`config.mk`:
```
export PLATFORM = sky130hd
export DESIGN_NAME = bsm_sqrt_cell
export DESIGN_NICKNAME = d
export VERILOG_FILES = /design/src/bsm_pkg.sv /design/src/bsm_sqrt_cell.sv
export SDC_FILE = /design/constraint.sdc
export NUM_CORES = 1
export LEC_CHECK = 0
export BUFFER_PORTS_ARGS = -buffer_cell sky130_fd_sc_hd__buf_4
export CORE_AREA = 5 5 381 383
export CTS_BUF_LIST = sky130_fd_sc_hd__clkbuf_16
export DETAILED_ROUTE_END_ITERATION = 7
export DIE_AREA = 0 0 386 388
export PLACE_DENSITY_LB_ADDON = 0.2
export SYNTH_ARGS = -nofsm -noshare
export SYNTH_HDL_FRONTEND = slang
export SYNTH_SLANG_ARGS = --single-unit
```
`constraint.sdc`:
```
create_clock -name clk -period 4.6 [get_ports clk]
set_input_delay 0.46 -clock clk [delete_from_list [all_inputs] [get_ports clk]]
set_output_delay 0.46 -clock clk [all_outputs]
set_load 0.005 [all_outputs]
```
`src/bsm_pkg.sv`:
```
`timescale 1ns / 1ps
package bsm_pkg;

  // Field widths.
  localparam int CW    = 32;          // coordinate width
  localparam int RW    = CW - 1;      // radius width
  localparam int EPSW  = 16;          // epsilon register width
  // Derived datapath widths.
  localparam int DW    = CW + 1;      // center difference, signed
  localparam int MW    = CW;          // difference magnitude
  localparam int SW    = 2 * MW + 2;  // sum of three squares
  localparam int SRW   = SW / 2;      // square root width, one cell per bit
  localparam int SREMW = SRW + 1;     // square root remainder
  localparam int DIVW  = SRW + 1;     // divisor, twice the distance
  localparam int QW    = MW;          // quotient, never above the magnitude
  localparam int GLW   = 17;          // low slice of the growth operand
  localparam int GHW   = SRW - GLW;   // high slice of the growth operand
  localparam int NUMW  = QW + DIVW + 1; // rounded dividend

  typedef enum logic [1:0] {
    KASE_BLEND  = 2'd0,
    KASE_CONC   = 2'd1,
    KASE_FIRST  = 2'd2,
    KASE_SECOND = 2'd3
  } kase_t;

  // Word context that rides along the square root chain.
  typedef struct packed {
    logic [2:0][CW-1:0] c1;
    logic [2:0][CW-1:0] c2;
    logic [2:0]         neg;
    logic [2:0][MW-1:0] mag;
    logic [RW-1:0]      r1;
    logic [RW-1:0]      r2;
  } sq_ctx_t;

  // Word context that rides along the divider chain.
  typedef struct packed {
    logic [2:0][CW-1:0] base;
    logic [2:0]         neg;
    logic               use_q;
    logic [RW-1:0]      radius;
    kase_t              kase;
    logic [DIVW-1:0]    dvs;
  } dv_ctx_t;

endpackage

```
`src/bsm_sqrt_cell.sv`:
```
`timescale 1ns / 1ps
module bsm_sqrt_cell import bsm_pkg::*; (
  input  logic             clk,
  input  logic             rst_n,
  input  logic             en,
  input  logic             v_i,
  input  logic [SW-1:0]    rad_i,
  input  logic [SRW-1:0]   root_i,
  input  logic [SREMW-1:0] rem_i,
  input  sq_ctx_t          ctx_i,
  output logic             v_o,
  output logic [SW-1:0]    rad_o,
  output logic [SRW-1:0]   root_o,
  output logic [SREMW-1:0] rem_o,
  output sq_ctx_t          ctx_o
);

  logic [SREMW+1:0] remx, trial, diff;
  logic             ge;
  logic             v_r;
  logic [SW-1:0]    rad_r, rad_nxt;
  logic [SRW-1:0]   root_r, root_nxt;
  logic [SREMW-1:0] rem_r, rem_nxt;
  sq_ctx_t          ctx_r;

  // One restoring step: bring in two radicand bits, try the next root bit.
  always_comb begin
    remx     = {rem_i, rad_i[SW-1 -: 2]};
    trial    = {1'b0, root_i, 2'b01};
    diff     = remx - trial;
    ge       = (remx >= trial);
    rad_nxt  = {rad_i[SW-3:0], 2'b00};
    root_nxt = {root_i[SRW-2:0], ge};
    rem_nxt  = ge ? diff[SREMW-1:0] : remx[SREMW-1:0];
  end

  always_ff @(posedge clk) begin
    if (!rst_n) begin
      v_r <= 1'b0;
    end else if (en) begin
      v_r <= v_i;
    end
  end

  always_ff @(posedge clk) begin
    if (en) begin
      rad_r  <= rad_nxt;
      root_r <= root_nxt;
      rem_r  <= rem_nxt;
      ctx_r  <= ctx_i;
    end
  end

  assign v_o    = v_r;
  assign rad_o  = rad_r;
  assign root_o = root_r;
  assign rem_o  = rem_r;
  assign ctx_o  = ctx_r;

endmodule

```
Yosys cells after proc, flatten, opt, wreduce, memory -nomap -nowiden
Cells that the tools add are included.
{"block": "totals", "ff_bits": 485, "latch_bits": 0, "ramBits": 0, "mem_bits_ro": 0, "output_inout_bits": 487, "word_cells": 19, "mem_count": 0}
{"block": "classes", "add_sub_neg": 1, "multipliers": 0, "n_div": 0, "magnitude_cmp": 1, "eq_ne": 0, "shifts": 0, "mux": 1, "n_bitwise": 0, "n_reduce_logical": 0}
{"cell": ">= comparator 36 x 35 -> 1 bit", "count": 1}
{"cell": "2-to-1 mux 34 bit", "count": 1}
{"cell": "subtractor 34 bit", "count": 1}

Logic depth before layout (Yosys ltp)
{"block": "depth", "depth_word": 2, "mapped_depth": 13, "depth_no_buf": 11}

Least setup slack after synthesis
OpenSTA, ideal clock, no wires.
{"block": "synth_timing", "path_type": "in2reg", "from": "input root_i[11]", "to": "register rem_r[24] (netlist: rem_o[24]) (data pin)", "setup_time_ps": 260, "t_arrival_ps": 2569, "path_slack_ps": 1771, "path_stages": 11, "cell_sequence": "inv_1 ha_1 clkbuf_1 a21o_1 a31oi_1 o221ai_2 a21o_1 a211oi_4 inv_2 buf_4 mux2_4"}
{"block": "synth_via", "elab_chain_len": 2}
{"element": "start, declared", "line": "bsm_sqrt_cell.sv:8", "text": "input logic [SRW-1:0] root_i,"}
{"element": ">= comparator 36 x 35 -> 1 bit", "line": "bsm_sqrt_cell.sv:31", "text": "ge = (remx >= trial);"}
{"element": "via ge", "line": "bsm_sqrt_cell.sv:19", "text": "logic ge;"}
{"element": "2-to-1 mux 34 bit", "line": "bsm_sqrt_cell.sv:34", "text": "rem_nxt = ge ? diff[SREMW-1:0] : remx[SREMW-1:0];"}
{"element": "via rem_nxt[24]", "line": "bsm_sqrt_cell.sv:23", "text": "logic [SREMW-1:0] rem_r, rem_nxt;"}
{"element": "end signal, assigned", "line": "bsm_sqrt_cell.sv:49", "text": "rem_r <= rem_nxt;"}
{"element": "end, declared", "line": "bsm_sqrt_cell.sv:23"}
The timed path passes the listed nets, and every way through them passes these cells.
A chain may end at the register's enable or synchronous reset.

Worst setup path in the final report
{"block": "layout_timing", "from": "input root_i[8]", "to": "register rem_r[27] (netlist: rem_o[27]) (data pin)"}
{"block": "layout_via", "elab_chain_len": 2}
{"element": "subtractor 34 bit / >= comparator 36 x 35 -> 1 bit (equally long branches)", "line": "bsm_sqrt_cell.sv:30, bsm_sqrt_cell.sv:31"}
{"element": "2-to-1 mux 34 bit (*)", "line": "bsm_sqrt_cell.sv:34"}
{"element": "via rem_nxt[27]", "line": "bsm_sqrt_cell.sv:23"}
The timed path passes the listed nets; every way through them passes the cells marked *.

==> impl_metrics.sql <==
INSERT INTO impl_metrics (metric_group, metric, value, unit) VALUES
('logic_synthesis', 'post_synth_instance_area', '0.01690', 'mm^2'),
('logic_synthesis', 'synth_top_family_by_area', 'compound AO/OA/AOI/OAI gates', ''),
('global_route', 'globalRoute.totalOverflow', '0', ''),
('floorplanning', 'initial_utilization', '11.98', '%'),
('clock_tree', 'cts_htree_levels', '2', ''),
('logic_synthesis', 'synth.avg_cell_area', '19.58', 'um^2'),
('logic_synthesis', 'synth-seq-cells', '485', ''),
('logic_synthesis', 'netlist_instances', '863', ''),
('routing', 'drc_violation_total_after_the_first_tritonroute_iteration', '625', ''),
('setup_path', 'worst-path-max-fanout', '6', ''),
('routing', 'drt-wirelength-per-cell', '18.96', 'um'),
('routing', 'topRoutingLayerUsed', 'met5', ''),
('sta', 'setup_total_negative_slack', '0', 'ps'),
('clock_tree', 'cts_buffer_depth', '3', ''),
('floorplanning', 'fp.dieArea', '0.1498', 'mm^2'),
('pwr', 'irDropWorstVdd', '0.2738', 'mV'),
('placed_design', 'gpl.final_weighted_congestion', '0.8343', ''),
('setup_path', 'timing.critical_path.arrival', '3880', 'ps'),
('sta', 'fin_crit', '3438', 'ps'),
('clock_tree', 'clk_latency', '650', 'ps'),
('sta', 'max_frequency', '0.2909', 'GHz'),
('global_route', 'antenna_found_initial', '7', ''),
('logic_synthesis', 'synthDominantCellAreaShare', '86.01', '%'),
('cells_and_area', 'area_growth_syn_to_layout', '96.34', '%'),
('routing', 'wirelength', '81290', 'um'),
('setup_path', 'worst_ep_required_time', '5040', 'ps'),
('cells_and_area', 'final_layout_size_suffix_gt1_share', '45.09', '%'),
('worst_hold_path', 'path_class_of_the_lowest_slack_min_delay_path', 'primary input to flip-flop', ''),
('cells_and_area', 'final_common_cell', 'buf_4', ''),
('setup_path', 'critPathLaunch', 'root_i[8]', ''),
('worst_hold_path', 'min-delay-start', 'rem_i[0]', ''),
('job', 'maxCapViolCount', '0', ''),
('sta', 'finalHoldViolations', '0', ''),
('cells_and_area', 'final_net_count', '2871', ''),
('setup_path', 'worst_setup_path_end_kind', 'flip-flop', ''),
('logic_synthesis', 'simple_gate_fraction_of_synth_area', '3.250', '%'),
('sta', 'grt_setup_unrepaired', 'false', ''),
('logic_synthesis', 'asyncSetResetFlopFracSynth', '0', '%'),
('floorplanning', 'core_area', '0.1411', 'mm^2'),
('logic_synthesis', 'yosysTopAreaCell', 'edfxtp_1', ''),
('placed_design', 'placement.setup.worst_slack', '1176', 'ps'),
('sta', 'worst_slew_margin_rel', '50.38', '%'),
('clock_tree', 'cts_inserted_buffers', '60', ''),
('floorplanning', 'floorplan.io_pins', '977', ''),
('pwr', 'leakage', '13.48', 'nW'),
('clock_tree', 'worst_setup_hold_path_clk_slew', '60', 'ps'),
('cells_and_area', 'finalInstanceArea', '0.03318', 'mm^2'),
('placed_design', 'place.port_buffers', '974', ''),
('sta', 'post-route-worst-setup-slack', '1162', 'ps'),
('setup_path', 'critPathKind', 'primary input to flip-flop', ''),
('global_route', 'grt_pass1_wl', '110700', 'um'),
('routing', 'drc', '0', ''),
('run_status', 'status', 'finished, final reports clean', ''),
('routing', 'drtPass1Iterations', '5', ''),
('global_route', 'via_count_of_the_first_global_routing_pass', '15114', ''),
('routing', 'vias_per_cell', '3.231', ''),
('routing', 'vias', '13853', ''),
('floorplanning', 'die_h', '388', 'um'),
('clock_tree', 'tritoncts_num_sinks', '485', ''),
('pwr', 'power_density', '365.5', 'mW/mm^2'),
('cells_and_area', 'final_core_utilization', '23.52', '%'),
('logic_synthesis', 'post_synth_edffs', '484', ''),
('global_route', 'gr-usage-all-layers', '10.16', '%'),
('logic_synthesis', 'synth_mux_area_share', '0.3036', '%'),
('sta', 'slew_violations', '0', ''),
('routing', 'met3_wirelength', '6031', 'um'),
('logic_synthesis', 'synth.yosys.seq_area_share', '86.12', '%'),
('clock_tree', 'cts_post_setup_buffers_inserted', '0', ''),
('logic_synthesis', 'synth.area.top_cells', 'edfxtp_1, ha_1, o21ai_0', ''),
('setup_path', 'startpoint_type', 'primary input', ''),
('clock_tree', 'tritoncts', 'built', '');
==> logic make-up after synthesis <==
family                   Yosys count
flip-flops                       485
adder cells (fa/ha/maj)           35
XOR/XNOR                          26
multiplexers                       4
AO/OA/AOI/OAI                    135
AND/OR/NAND/NOR                  116
buffers and inverters             61
other                              1
==> cells in the mapped netlist (all sizes together), types with 2 or more instances <==
cell type,n
xnor2,12
nand3,7
nor3,2
a21o,8
o211ai,6
nand2,47
a211oi,6
edfxtp,484
ha,35
nand4,11
inv,46
xor2,14
nor2,23
nor4,4
o21bai,7
clkbuf,8
or3,2
mux2,3
o22ai,2
nand2b,9
and3,2
a311oi,2
o21ai,47
a31oi,4
o221ai,2
nor2b,3
a21oi,40
buf,7
or4,2
a41oi,2
==> final cells by class <==
cell class,instances,area (um^2),share of cell area (%)
Tap cell,1890,2365,7.127
Multi-Input combinational cell,318,2103,6.339
Clock inverter,50,479.2,1.444
Clock buffer,61,1526,4.601
Inverter,46,172.7,0.5204
Antenna cell,2,5.005,0.01508
Sequential cell,485,14550,43.86
Timing Repair Buffer,1435,11970,36.09
==> metal layers <==
layer | global-route usage [%] | vias to the layer above
li1 | - | 6319
met1 | 10.73 | 6836
met2 | 19.37 | 578
met3 | 2.690 | 116
met4 | 3.321 | 4
met5 | 0 | -
==> worst max-delay path: stages <==
cell and delay (ps):
dlygate4sd3_1 570, buf_4 150, inv_1 130, ha_1 330
a2111oi_0 410, o21ai_0 220, o211ai_2 390, o211ai_1 210
nand2_1 180, nand2_1 160, or4_1 430, a41oi_1 250
==> path summary, 6_finish.rpt <==
kind / end / slack, ps / depth (start not counted)
min: rem_o[2] / 100 / 3
max reg2reg: v_o / 3460 / 3
min reg2reg: v_o / 1070 / 3
max: rem_o[27] / 1160 / 12
==> what timing repair did <==
action                                  CTS  global route
endpoints found under the hold margin   451             0
endpoints found under the setup margin    0             0
hold buffers                            452             0
==> metrics by stage <==
stage                     power (mW)  hold slack (ps)  cells
after floorplan                5.808            507.3    864
after global placement         7.095            508.1   3722
after detailed placement       7.093            512.7   3722
after CTS                      12.41            12.30   4285
after global routing           12.69            40.82   4285
final                          12.13            103.8   4287
==> where the power goes <==
group | switching (mW) | total (mW) | internal (mW) | leakage, nW
clock | 2.01 | 4.82 | 2.81 | 1.00
combinational | 0.808 | 1.88 | 1.07 | 7.73
sequential | 0.128 | 5.43 | 5.30 | 4.74
total | 2.95 | 12.1 | 9.18 | 13.5
==> sequential cells by signal, indices dropped and copies added (netlist names) <==
name / cells
ctx_o: 353
rad_o: 64
root_o: 33
v_o: 1
rem_o: 34
No activity file was read; power rests on OpenSTA's default activity.
